===== config.mk =====
export PLATFORM = sky130hd
export DESIGN_NAME = round_robin_sleep_scheduler_core
export DESIGN_NICKNAME = d
export VERILOG_FILES = /design/src/design/rrss_pkg.sv /design/src/design/rrss_ram.sv /design/src/design/rrss_dp.sv /design/src/design/rrss_ctrl.sv /design/src/design/round_robin_sleep_scheduler_core.sv
export SDC_FILE = /design/constraint.sdc
export NUM_CORES = 1
export LEC_CHECK = 0
export BUFFER_PORTS_ARGS = -buffer_cell sky130_fd_sc_hd__buf_4
export CORE_MARGIN = 8
export CORE_UTILIZATION = 60
export DETAILED_ROUTE_END_ITERATION = 6
export GPL_TIMING_DRIVEN = 0
export PLACE_DENSITY = 0.88
export SLEW_MARGIN = 30
export SYNTH_ARGS = -nofsm -noshare
export SYNTH_HDL_FRONTEND = slang
export SYNTH_HIERARCHICAL = 1
export SYNTH_SLANG_ARGS = --single-unit

===== constraint.sdc =====
create_clock -name clk -period 6.9 [get_ports clk]
set_clock_uncertainty 0.1 [all_clocks]
set_input_delay 1.725 -clock clk [delete_from_list [all_inputs] [get_ports clk]]
set_output_delay 1.725 -clock clk [all_outputs]
set_load 0.1 [all_outputs]

===== src/design/rrss_pkg.sv =====
// Package for the round-robin sleep scheduler: shared types, codes and sizes.
// Used by rrss_ctrl, rrss_dp, round_robin_sleep_scheduler_core and the testbench.
package rrss_pkg;

    localparam int MaxTasks = 16;
    localparam int IdW      = 4;
    localparam int CntW     = 5;
    localparam int TimeW    = 32;

    typedef enum logic [1:0] {
        MODE_APPEND = 2'd0,
        MODE_YIELD  = 2'd1,
        MODE_SLEEP  = 2'd2,
        MODE_TICK   = 2'd3
    } mode_t;

    typedef enum logic [1:0] {
        EV_NONE  = 2'd0,
        EV_SWITCH = 2'd1,
        EV_WOKEN = 2'd2,
        EV_DROP  = 2'd3
    } event_t;

    // Source of the task field of a result
    typedef enum logic [1:0] {
        TSEL_RUN     = 2'd0,  // running task after this step
        TSEL_IN      = 2'd1,  // task of the input item
        TSEL_SLP_RD  = 2'd2,  // front sleeper, straight from the list read
        TSEL_SLP_CAP = 2'd3   // front sleeper captured when it was woken
    } tsel_t;

    typedef enum logic [3:0] {
        ST_IDLE,
        ST_DECIDE,
        ST_RPOP,
        ST_SCAN,
        ST_SCAN_WAIT,
        ST_SHIFT,
        ST_SHIFT_WAIT,
        ST_INSERT,
        ST_TICK_RD,
        ST_TICK_WAIT,
        ST_TICK_CHK,
        ST_PULL,
        ST_PULL_WAIT,
        ST_OUT
    } state_t;

    // Controller commands to the datapath
    typedef struct packed {
        logic       load_in;     // capture input item
        logic       rd_head;     // read ready ring at head
        logic       ready_push_run;  // push running task to ring tail
        logic       ready_push_in;   // push input task to ring tail
        logic       ready_push_slp;  // push front sleeper to ring tail
        logic       pop_switch;  // running <= popped head, advance head
        logic       rd_sleep_idx; // read sleep list at index
        logic       idx_clear;   // index <= 0
        logic       idx_inc;     // index++
        logic       idx_dec;     // index--
        logic       pos_latch;   // pos <= index
        logic       idx_from_fill; // index <= fill
        logic       shift_up;    // list[index] <= read data (from index-1)
        logic       shift_down;  // list[index-1] <= read data (from index)
        logic       ins_write;   // list[pos] <= running task, wake
        logic       fill_inc;
        logic       fill_dec;
        logic       cap_sleeper; // capture front sleeper
        logic       out_load;
        event_t     out_ev;
        tsel_t      out_task_sel;
        logic       out_last;
    } rrss_cmd_t;

    // Datapath status back to the controller
    typedef struct packed {
        mode_t      mode;
        logic       ready_empty;
        logic       ready_full;
        logic       sleep_empty;
        logic       sleep_full;
        logic       idx_lt_fill;  // index < sleeper fill
        logic       idx_gt_pos;   // index > pos
        logic       rd_le_wake;   // read wake time <= computed wake
        logic       rd_le_now;    // read wake time <= now
    } rrss_stat_t;

endpackage


===== src/design/rrss_ram.sv =====
// Generic single-write, single-read RAM with registered read data.
// No dependencies.
module rrss_ram #(
    parameter int Width = 8,
    parameter int Depth = 16
) (
    input  logic                     clk,
    input  logic                     we,
    input  logic [$clog2(Depth)-1:0] waddr,
    input  logic [Width-1:0]         wdata,
    input  logic [$clog2(Depth)-1:0] raddr,
    output logic [Width-1:0]         rdata
);

    logic [Width-1:0] mem [Depth];

    // Write port and registered read
    always_ff @(posedge clk)
    begin
        if (we)
        begin
            mem[waddr] <= wdata;
        end
        rdata <= mem[raddr];
    end

endmodule


===== src/design/rrss_dp.sv =====
// Scheduler datapath: ready ring, sleep list memories, counters, result register.
// Depends on rrss_pkg and rrss_ram.
module rrss_dp (
    input  logic                              clk,
    input  logic                              rst_n,
    input  rrss_pkg::rrss_cmd_t               cmd,
    output rrss_pkg::rrss_stat_t              stat,
    input  logic [1:0]                        in_mode,
    input  logic [rrss_pkg::IdW-1:0]          in_task,
    input  logic [rrss_pkg::TimeW-1:0]        in_dur,
    input  logic [rrss_pkg::TimeW-1:0]        in_now,
    output logic [1:0]                        out_ev,
    output logic [rrss_pkg::IdW-1:0]          out_task,
    output logic                              out_last,
    output logic [rrss_pkg::CntW-1:0]         out_rcnt,
    output logic [rrss_pkg::CntW-1:0]         out_scnt
);

    localparam int IdW  = rrss_pkg::IdW;
    localparam int CntW = rrss_pkg::CntW;
    localparam int TW   = rrss_pkg::TimeW;

    logic [1:0]      mode_reg;
    logic [IdW-1:0]  task_reg;
    logic [TW-1:0]   wake_reg;
    logic [TW-1:0]   now_reg;
    logic [IdW-1:0]  head_reg, head_next;
    logic [CntW-1:0] rfill_reg, rfill_next;
    logic [CntW-1:0] sfill_reg, sfill_next;
    logic [IdW-1:0]  run_reg, run_next;
    logic [CntW-1:0] idx_reg, idx_next;
    logic [CntW-1:0] pos_reg;
    logic [IdW-1:0]  slp_reg;

    logic            r_we;
    logic [IdW-1:0]  r_waddr, r_wdata, r_rdata;
    logic            s_we;
    logic [IdW-1:0]  s_waddr, s_raddr;
    logic [IdW+TW-1:0] s_wdata, s_rdata;
    logic [IdW-1:0]  s_rd_id;
    logic [CntW-1:0] tail_sum;

    // Ready ring memory
    rrss_ram #(.Width(IdW), .Depth(rrss_pkg::MaxTasks)) u_ready (
        .clk(clk), .we(r_we), .waddr(r_waddr), .wdata(r_wdata),
        .raddr(head_reg), .rdata(r_rdata)
    );

    // Sleep list memory, {id, wake}
    rrss_ram #(.Width(IdW + TW), .Depth(rrss_pkg::MaxTasks)) u_sleep (
        .clk(clk), .we(s_we), .waddr(s_waddr), .wdata(s_wdata),
        .raddr(s_raddr), .rdata(s_rdata)
    );

    assign s_rd_id = s_rdata[IdW+TW-1:TW];

    // Ring write port: tail = head + fill, taken before any pop of this cycle
    always_comb
    begin
        tail_sum = {1'b0, head_reg} + rfill_reg;
        r_waddr  = tail_sum[IdW-1:0];
        r_we     = cmd.ready_push_run | cmd.ready_push_in | cmd.ready_push_slp;
        r_wdata  = cmd.ready_push_in ? task_reg : (cmd.ready_push_slp ? s_rd_id : run_reg);
    end

    // Sleep list ports
    always_comb
    begin
        s_raddr = idx_reg[IdW-1:0];
        s_we    = cmd.shift_up | cmd.shift_down | cmd.ins_write;
        s_waddr = idx_reg[IdW-1:0];
        s_wdata = s_rdata;
        if (cmd.shift_down)
        begin
            s_waddr = idx_reg[IdW-1:0] - 1'b1;
        end
        if (cmd.ins_write)
        begin
            s_waddr = pos_reg[IdW-1:0];
            s_wdata = {run_reg, wake_reg};
        end
    end

    // Counter and pointer updates
    always_comb
    begin
        head_next  = head_reg;
        rfill_next = rfill_reg;
        sfill_next = sfill_reg;
        run_next   = run_reg;
        idx_next   = idx_reg;
        if (cmd.pop_switch)
        begin
            head_next  = head_reg + 1'b1;
            run_next   = r_rdata;
        end
        // Pop and push in the same cycle leave the fill unchanged
        if (r_we && !cmd.pop_switch)
        begin
            rfill_next = rfill_reg + 1'b1;
        end
        else if (!r_we && cmd.pop_switch)
        begin
            rfill_next = rfill_reg - 1'b1;
        end
        if (cmd.fill_inc)
        begin
            sfill_next = sfill_reg + 1'b1;
        end
        if (cmd.fill_dec)
        begin
            sfill_next = sfill_reg - 1'b1;
        end
        if (cmd.idx_clear)
        begin
            idx_next = '0;
        end
        if (cmd.idx_inc)
        begin
            idx_next = idx_reg + 1'b1;
        end
        if (cmd.idx_dec)
        begin
            idx_next = idx_reg - 1'b1;
        end
        if (cmd.idx_from_fill)
        begin
            idx_next = sfill_reg;
        end
    end

    // Control registers
    always_ff @(posedge clk or negedge rst_n)
    begin
        if (!rst_n)
        begin
            head_reg  <= '0;
            rfill_reg <= '0;
            sfill_reg <= '0;
            run_reg   <= '0;
            idx_reg   <= '0;
        end
        else
        begin
            head_reg  <= head_next;
            rfill_reg <= rfill_next;
            sfill_reg <= sfill_next;
            run_reg   <= run_next;
            idx_reg   <= idx_next;
        end
    end

    // Payload registers; a result carries the state after its own step
    always_ff @(posedge clk)
    begin
        if (cmd.load_in)
        begin
            mode_reg <= in_mode;
            task_reg <= in_task;
            wake_reg <= in_now + in_dur;
            now_reg  <= in_now;
        end
        if (cmd.pos_latch)
        begin
            pos_reg <= idx_reg;
        end
        if (cmd.cap_sleeper)
        begin
            slp_reg <= s_rd_id;
        end
        if (cmd.out_load)
        begin
            out_ev   <= cmd.out_ev;
            out_last <= cmd.out_last;
            out_rcnt <= rfill_next;
            out_scnt <= sfill_next;
            unique case (cmd.out_task_sel)
                rrss_pkg::TSEL_IN:      out_task <= task_reg;
                rrss_pkg::TSEL_SLP_RD:  out_task <= s_rd_id;
                rrss_pkg::TSEL_SLP_CAP: out_task <= slp_reg;
                rrss_pkg::TSEL_RUN:     out_task <= run_next;
            endcase
        end
    end

    // Status toward the controller
    always_comb
    begin
        stat.mode        = rrss_pkg::mode_t'(mode_reg);
        stat.ready_empty = (rfill_reg == '0);
        stat.ready_full  = (rfill_reg == CntW'(rrss_pkg::MaxTasks));
        stat.sleep_empty = (sfill_reg == '0);
        stat.sleep_full  = (sfill_reg == CntW'(rrss_pkg::MaxTasks));
        stat.idx_lt_fill = (idx_reg < sfill_reg);
        stat.idx_gt_pos  = (idx_reg > pos_reg);
        stat.rd_le_wake  = (s_rdata[TW-1:0] <= wake_reg);
        stat.rd_le_now   = (s_rdata[TW-1:0] <= now_reg);
    end

endmodule


===== src/design/rrss_ctrl.sv =====
// Scheduler controller: sequences append, yield, sleep insert and tick wake.
// Depends on rrss_pkg.
module rrss_ctrl (
    input  logic                 clk,
    input  logic                 rst_n,
    input  logic                 in_valid,
    output logic                 in_ready,
    output logic                 out_valid,
    input  logic                 out_ready,
    output rrss_pkg::rrss_cmd_t  cmd,
    input  rrss_pkg::rrss_stat_t stat
);

    rrss_pkg::state_t state_reg, state_next;
    rrss_pkg::state_t ret_reg, ret_next;
    logic             ovalid_reg, ovalid_next;
    logic             pend_reg, pend_next;
    logic             due;

    // State registers
    always_ff @(posedge clk or negedge rst_n)
    begin
        if (!rst_n)
        begin
            state_reg  <= rrss_pkg::ST_IDLE;
            ret_reg    <= rrss_pkg::ST_IDLE;
            ovalid_reg <= 1'b0;
            pend_reg   <= 1'b0;
        end
        else
        begin
            state_reg  <= state_next;
            ret_reg    <= ret_next;
            ovalid_reg <= ovalid_next;
            pend_reg   <= pend_next;
        end
    end

    assign out_valid = ovalid_reg;

    // Front sleeper is present and its wake time has come
    assign due = !stat.sleep_empty && stat.rd_le_now;

    // Next state and commands
    always_comb
    begin
        state_next = state_reg;
        ret_next   = ret_reg;
        pend_next  = pend_reg;
        cmd        = '0;
        cmd.out_ev = rrss_pkg::EV_NONE;
        cmd.out_task_sel = rrss_pkg::TSEL_RUN;
        in_ready   = 1'b0;
        unique case (state_reg)
            rrss_pkg::ST_IDLE:
            begin
                in_ready = 1'b1;
                if (in_valid)
                begin
                    cmd.load_in = 1'b1;
                    state_next  = rrss_pkg::ST_DECIDE;
                end
            end
            rrss_pkg::ST_DECIDE:
            begin
                cmd.idx_clear = 1'b1;
                pend_next = 1'b0;
                unique case (stat.mode)
                    rrss_pkg::MODE_APPEND:
                    begin
                        if (stat.ready_full)
                        begin
                            cmd.out_ev = rrss_pkg::EV_DROP;
                            cmd.out_task_sel = rrss_pkg::TSEL_IN;
                        end
                        else
                        begin
                            cmd.ready_push_in = 1'b1;
                        end
                        cmd.out_last = 1'b1;
                        cmd.out_load = 1'b1;
                        ret_next = rrss_pkg::ST_IDLE;
                        state_next = rrss_pkg::ST_OUT;
                    end
                    rrss_pkg::MODE_YIELD:
                    begin
                        if (stat.ready_empty)
                        begin
                            cmd.out_last = 1'b1;
                            cmd.out_load = 1'b1;
                            ret_next = rrss_pkg::ST_IDLE;
                            state_next = rrss_pkg::ST_OUT;
                        end
                        else
                        begin
                            state_next = rrss_pkg::ST_RPOP;
                        end
                    end
                    rrss_pkg::MODE_SLEEP:
                    begin
                        if (stat.ready_empty || stat.sleep_full)
                        begin
                            if (!stat.ready_empty)
                            begin
                                cmd.out_ev = rrss_pkg::EV_DROP;
                            end
                            cmd.out_last = 1'b1;
                            cmd.out_load = 1'b1;
                            ret_next = rrss_pkg::ST_IDLE;
                            state_next = rrss_pkg::ST_OUT;
                        end
                        else
                        begin
                            state_next = rrss_pkg::ST_SCAN;
                        end
                    end
                    rrss_pkg::MODE_TICK:
                    begin
                        state_next = rrss_pkg::ST_TICK_RD;
                    end
                endcase
            end
            // Ring head read data is valid here; switch to it
            rrss_pkg::ST_RPOP:
            begin
                cmd.pop_switch = 1'b1;
                if (stat.mode == rrss_pkg::MODE_YIELD)
                begin
                    cmd.ready_push_run = 1'b1;
                end
                cmd.out_ev = rrss_pkg::EV_SWITCH;
                cmd.out_last = 1'b1;
                cmd.out_load = 1'b1;
                state_next = rrss_pkg::ST_OUT;
                ret_next = rrss_pkg::ST_IDLE;
            end
            // Search insert position: read entry idx
            rrss_pkg::ST_SCAN:
            begin
                if (stat.idx_lt_fill)
                begin
                    state_next = rrss_pkg::ST_SCAN_WAIT;
                end
                else
                begin
                    cmd.pos_latch = 1'b1;
                    cmd.idx_from_fill = 1'b1;
                    state_next = rrss_pkg::ST_SHIFT;
                end
            end
            rrss_pkg::ST_SCAN_WAIT:
            begin
                if (stat.rd_le_wake)
                begin
                    cmd.idx_inc = 1'b1;
                    state_next = rrss_pkg::ST_SCAN;
                end
                else
                begin
                    cmd.pos_latch = 1'b1;
                    cmd.idx_from_fill = 1'b1;
                    state_next = rrss_pkg::ST_SHIFT;
                end
            end
            // Shift entries up from the end down to pos
            rrss_pkg::ST_SHIFT:
            begin
                if (stat.idx_gt_pos)
                begin
                    cmd.idx_dec = 1'b1;
                    state_next = rrss_pkg::ST_SHIFT_WAIT;
                end
                else
                begin
                    state_next = rrss_pkg::ST_INSERT;
                end
            end
            // Entry idx-1 is being read; step idx back to the write slot
            rrss_pkg::ST_SHIFT_WAIT:
            begin
                cmd.idx_inc = 1'b1;
                state_next = rrss_pkg::ST_PULL_WAIT;
            end
            // Read data ready: move it up (sleep) or down (tick)
            rrss_pkg::ST_PULL_WAIT:
            begin
                if (stat.mode == rrss_pkg::MODE_SLEEP)
                begin
                    cmd.shift_up = 1'b1;
                    cmd.idx_dec = 1'b1;
                    state_next = rrss_pkg::ST_SHIFT;
                end
                else
                begin
                    cmd.shift_down = 1'b1;
                    cmd.idx_inc = 1'b1;
                    state_next = rrss_pkg::ST_PULL;
                end
            end
            rrss_pkg::ST_INSERT:
            begin
                cmd.ins_write = 1'b1;
                cmd.fill_inc = 1'b1;
                state_next = rrss_pkg::ST_RPOP;
            end
            // Tick: point at the front entry
            rrss_pkg::ST_TICK_RD:
            begin
                cmd.idx_clear = 1'b1;
                state_next = rrss_pkg::ST_TICK_WAIT;
            end
            // Front entry is being read
            rrss_pkg::ST_TICK_WAIT:
            begin
                state_next = rrss_pkg::ST_TICK_CHK;
            end
            // Emit a held wake result once the next front is known, else act on the front
            rrss_pkg::ST_TICK_CHK:
            begin
                if (pend_reg)
                begin
                    pend_next = 1'b0;
                    cmd.out_ev = rrss_pkg::EV_WOKEN;
                    cmd.out_task_sel = rrss_pkg::TSEL_SLP_CAP;
                    cmd.out_load = 1'b1;
                    if (due)
                    begin
                        ret_next = rrss_pkg::ST_TICK_CHK;
                    end
                    else
                    begin
                        cmd.out_last = 1'b1;
                        ret_next = rrss_pkg::ST_IDLE;
                    end
                    state_next = rrss_pkg::ST_OUT;
                end
                else if (!due)
                begin
                    cmd.out_last = 1'b1;
                    cmd.out_load = 1'b1;
                    ret_next = rrss_pkg::ST_IDLE;
                    state_next = rrss_pkg::ST_OUT;
                end
                else if (stat.ready_full)
                begin
                    cmd.out_ev = rrss_pkg::EV_DROP;
                    cmd.out_task_sel = rrss_pkg::TSEL_SLP_RD;
                    cmd.out_last = 1'b1;
                    cmd.out_load = 1'b1;
                    ret_next = rrss_pkg::ST_IDLE;
                    state_next = rrss_pkg::ST_OUT;
                end
                else
                begin
                    cmd.ready_push_slp = 1'b1;
                    cmd.cap_sleeper = 1'b1;
                    cmd.idx_inc = 1'b1;
                    pend_next = 1'b1;
                    state_next = rrss_pkg::ST_PULL;
                end
            end
            // Pull list down by one, entries 1..fill-1
            rrss_pkg::ST_PULL:
            begin
                if (stat.idx_lt_fill)
                begin
                    state_next = rrss_pkg::ST_PULL_WAIT;
                end
                else
                begin
                    cmd.fill_dec = 1'b1;
                    state_next = rrss_pkg::ST_TICK_RD;
                end
            end
            // Hold the result until it is taken
            rrss_pkg::ST_OUT:
            begin
                if (ovalid_reg && out_ready)
                begin
                    state_next = ret_reg;
                end
            end
            default:
            begin
                state_next = rrss_pkg::ST_IDLE;
            end
        endcase
    end

    // Output valid
    always_comb
    begin
        ovalid_next = ovalid_reg;
        if (ovalid_reg && out_ready)
        begin
            ovalid_next = 1'b0;
        end
        if (cmd.out_load)
        begin
            ovalid_next = 1'b1;
        end
    end

endmodule


===== src/design/round_robin_sleep_scheduler_core.sv =====
// Top level of the round-robin sleep scheduler: stream ports, controller and datapath.
// Depends on rrss_pkg, rrss_ctrl, rrss_dp.
//
//  channel | dir | handshake             | payload
//  s_axis  | in  | s_axis_tvalid/tready  | tdata {now_ms, duration_ms, task_id, mode}
//  m_axis  | out | m_axis_tvalid/tready  | tdata, tlast
//
// Append items, and yield or sleep items that cannot act, are answered from the
// decide state; a yield switch first pops the ring head. Sleep scans the list for
// its place, moves the later entries up and inserts; tick wakes each due front
// sleeper and pulls the rest of the list down. Each sleep list read waits on the
// registered memory read. One item is worked at a time; after reset the block is
// idle at once. A stalled result holds the sequencer, and no input is taken while a result waits.
module round_robin_sleep_scheduler_core (
    input  logic        clk,
    input  logic        rst_n,
    input  logic        s_axis_tvalid,
    output logic        s_axis_tready,
    // [1:0] mode, [5:2] task_id, [37:6] duration_ms, [69:38] now_ms, zero pad
    input  logic [71:0] s_axis_tdata,
    output logic        m_axis_tvalid,
    input  logic        m_axis_tready,
    // [1:0] event_res, [5:2] task_out, [10:6] ready_count, [15:11] sleep_count
    output logic [15:0] m_axis_tdata,
    output logic        m_axis_tlast
);

    rrss_pkg::rrss_cmd_t  cmd;
    rrss_pkg::rrss_stat_t stat;
    logic [1:0]           ev;
    logic [3:0]           tsk;
    logic [4:0]           rcnt, scnt;

    rrss_ctrl u_ctrl (
        .clk(clk), .rst_n(rst_n),
        .in_valid(s_axis_tvalid), .in_ready(s_axis_tready),
        .out_valid(m_axis_tvalid), .out_ready(m_axis_tready),
        .cmd(cmd), .stat(stat)
    );

    rrss_dp u_dp (
        .clk(clk), .rst_n(rst_n), .cmd(cmd), .stat(stat),
        .in_mode(s_axis_tdata[1:0]), .in_task(s_axis_tdata[5:2]),
        .in_dur(s_axis_tdata[37:6]), .in_now(s_axis_tdata[69:38]),
        .out_ev(ev), .out_task(tsk), .out_last(m_axis_tlast),
        .out_rcnt(rcnt), .out_scnt(scnt)
    );

    assign m_axis_tdata = {scnt, rcnt, tsk, ev};

    // A new item is only taken when no result is pending
    a_no_accept_pending: assert property (@(posedge clk) disable iff (!rst_n)
        s_axis_tready |-> !m_axis_tvalid)
        else $error("input accepted with result pending");

    // Ready and sleep counts never exceed the ring and list size
    a_rcnt_range: assert property (@(posedge clk) disable iff (!rst_n)
        m_axis_tvalid |-> (rcnt <= 5'd16 && scnt <= 5'd16))
        else $error("count out of range");

endmodule


==> results by group <==
GRT
  • Total gr overflow: 0
  • First-pass GRT wire length: 134,800 µm
  • Vias in the first global route: 21,610
  • Initial antenna violation count: 1
  • Global-route usage over all layers: between 20% and 30%
  • Pin count of the biggest net entering global routing: 48

Timing
  • RSZ-0062 raised after global routing: no
  • Final setup fails: 0
  • Final period util: between 70% and 80%
  • Slew Limit Fails: 0
  • Setup TNS Final: 0 ps
  • Fmax: 184.1 MHz
  • WHS: roughly 400 ps
  • Worst relative slew slack: 32.45%
  • Final Hold Viols: 0
  • Worst Max-Slew Pin Slew: 1010 ps
  • Crit path time final: 5432 ps

Final layout
  • Max FFs per register: 576
  • Fin nets: 2,438
  • Reg with most FFs: u_dp/u_sleep/mem
  • Share of layout cells above drive strength 1: 23.58%
  • Largest regs: u_dp/u_sleep/mem (576), u_dp/u_ready/mem (64), u_dp/u_sleep/rdata (36)
  • Area growth syn-to-layout: 15.37%
  • Final instance area: between 30,000 and 40,000 µm²
  • Antenna fix cells: 0
  • Final core utilization: 69.53%
  • Final non-filler cell total: 3,068

Floorplanning
  • Ports: 95
  • DIE HEIGHT: 256.0 µm
  • Die area: 65,550 µm²
  • # rows: 88
  • Starting density of the core: 60.26%
  • Die Wd: 256.0 µm
  • CORE AREA: ~57,000 µm²

Worst setup path
  • Worst Path Buf+Inv: 4
  • CP max FO: 9
  • Critical Path AT: 5590 ps
  • Crit-path cells: inv_1 -> ha_1 -> nor2b_1 -> o21a_1 -> o21a_1 -> o21ai_0 -> a211oi_1 -> o21ai_0 -> a22o_1 -> nor4b_1 -> and2_1 -> buf_4 -> clkbuf_1 -> nor3_1 -> inv_1 -> or3b_2 -> nor3_1
  • Critical Path Start Type: flop
  • Slowest cell on crit path: or3b_2
  • Worst Setup End Kind: flop
  • CP top delay family: simple AND/OR/NAND/NOR gates
  • CP max stage delay: around 540 ps
  • Critical Path RT: 7060 ps
  • Crit path kind: reg2reg

Place
  • Placed insts: a little under 3,000
  • Placed Area: 37,170 µm²
  • Routability cong.: 0.8942
  • Final HPWL DP: 58,790 µm
  • # port buffers: 92

Clock network
  • Clk buf depth: 3
  • CTS buffer count: 79
  • CTS tree: yes
  • Max H-tree Level: 3
  • Clock sink count: 806
  • Root Driver: clkbuf_16
  • Clk slew on worst S/H paths: 60 ps
  • Hold-fix buffers, CTS: 0
  • CTS resizes: 0
  • Setup Fix Bufs, Post-CTS: 0
  • Skew-Pair Late Insertion Delay: 640 ps

Drt
  • DR DRC count: 3
  • DR vias/cell: 6.786
  • Via count: approximately 21,000
  • Post-Route WL: 91,880 µm
  • Routed Antenna Nets: 0
  • Mean routed wirelength per cell: approximately 30 µm
  • Drt first pass iters: 7
  • DRT iter0 DRCs: 2,431

Hold path
  • HP Class: reg2reg

Yosys
  • Synthesized area per cell: 17.18 µm²
  • Synthesized cell area: around 35,000 µm²
  • Syn Nets: 2,211
  • Cells after Synth: 2,012
  • YS warnings: 6

Run status
  • Status: complete, but fails checks
  • Failing checks: design-rule violations

Flow run
  • Max_cap viols: 0

Pwr
  • Pwr Density: 408.2 nW/µm²
  • VDD IR-drop max: 312.4 µV
  • Lkg Pwr: 14.06 nW
metrics by stage:
step / setup slack (ps) / power (mW)
after detailed placement: 1657 / 11.65
after global placement: -1979 / 11.23
after global routing: 1289 / 16.80
final: 1468 / 16.28
after floorplan: 1322 / 10.07
after CTS: 1563 / 16.22
worst reg2reg max path, cell delays in order (launching register included):
cell	delay, ps
edfxtp_1	370
inv_1	80
ha_1	250
nor2b_1	160
o21a_1	170
o21a_1	170
o21ai_0	450
a211oi_1	140
o21ai_0	230
a22o_1	340
nor4b_1	370
and2_1	280
buf_4	130
clkbuf_1	280
nor3_1	180
inv_1	320
or3b_2	540
nor3_1	510
final cells by class:
type,count,area (µm²)
flip-flops and latches,806,23650
fillers,3264,17480
multi-input cells,1018,10210
clock buffers,98,2140
repair buffers,146,1523
well taps,765,957.2
clock inverters,47,564.3
plain buffers,91,474.2
inverters,97,364.1
metal layers:
layer	routed length (µm)	up-vias	GRT usage [%]	share of wire, %
li1	-	8495	-	-
met1	30590	10283	32.25	33
met2	45560	1633	46.94	50
met3	10150	408	6.446	11
met4	5591	0	14.28	6.1
met5	0	-	0	0
path summary, 6_finish.rpt:
kind                                         from                endpoint  slack (ps)  cells past startpoint
max                               u_dp/now_reg[1]  u_dp/u_ready/mem[0][2]        1470                     17
min                        u_dp/u_sleep/rdata[34]         u_dp/slp_reg[2]         400                      0
max reg2reg                       u_dp/now_reg[1]  u_dp/u_ready/mem[0][2]        1470                     17
min reg2reg                u_dp/u_sleep/rdata[34]         u_dp/slp_reg[2]         400                      0
max in group asynchronous                   rst_n         u_dp/run_reg[3]        5460                      1
min in group asynchronous                   rst_n         u_dp/idx_reg[3]         940                      1
placed cells by master, fill, tap and decap left out, types with 8 or more instances in the layout:
| cell | n |
|---|---|
| inv_1 | 97 |
| a31oi_1 | 10 |
| a22oi_1 | 77 |
| o21ai_1 | 10 |
| nor2b_1 | 18 |
| clkinv_2 | 12 |
| nand2_1 | 89 |
| o21a_1 | 8 |
| buf_16 | 17 |
| nor2_4 | 12 |
| mux4_1 | 14 |
| clkinv_1 | 9 |
| nand4_1 | 21 |
| buf_2 | 28 |
| buf_4 | 122 |
| nand3_1 | 28 |
| nor2_1 | 43 |
| buf_6 | 11 |
| dfrtp_1 | 30 |
| bufinv_16 | 10 |
| mux4_2 | 150 |
| nand2b_1 | 13 |
| o21ai_0 | 48 |
| a21oi_1 | 69 |
| nor3_1 | 21 |
| edfxtp_1 | 736 |
| xnor2_1 | 37 |
| clkbuf_16 | 80 |
| clkbuf_1 | 56 |
| xor2_1 | 13 |
| ha_1 | 121 |
| mux2_2 | 39 |
| dfxtp_1 | 40 |
| a21o_1 | 48 |
power by group:
part / leakage [nW] / total (mW) / switching, mW / internal [mW]
clock network: 1.31 / 4.48 / 1.88 / 2.60
registers: 7.37 / 6.79 / 0.343 / 6.45
logic: 5.37 / 5.01 / 3.15 / 1.86
total: 14.1 / 16.3 / 5.37 / 10.9
(Power assumes the default switching activity.)
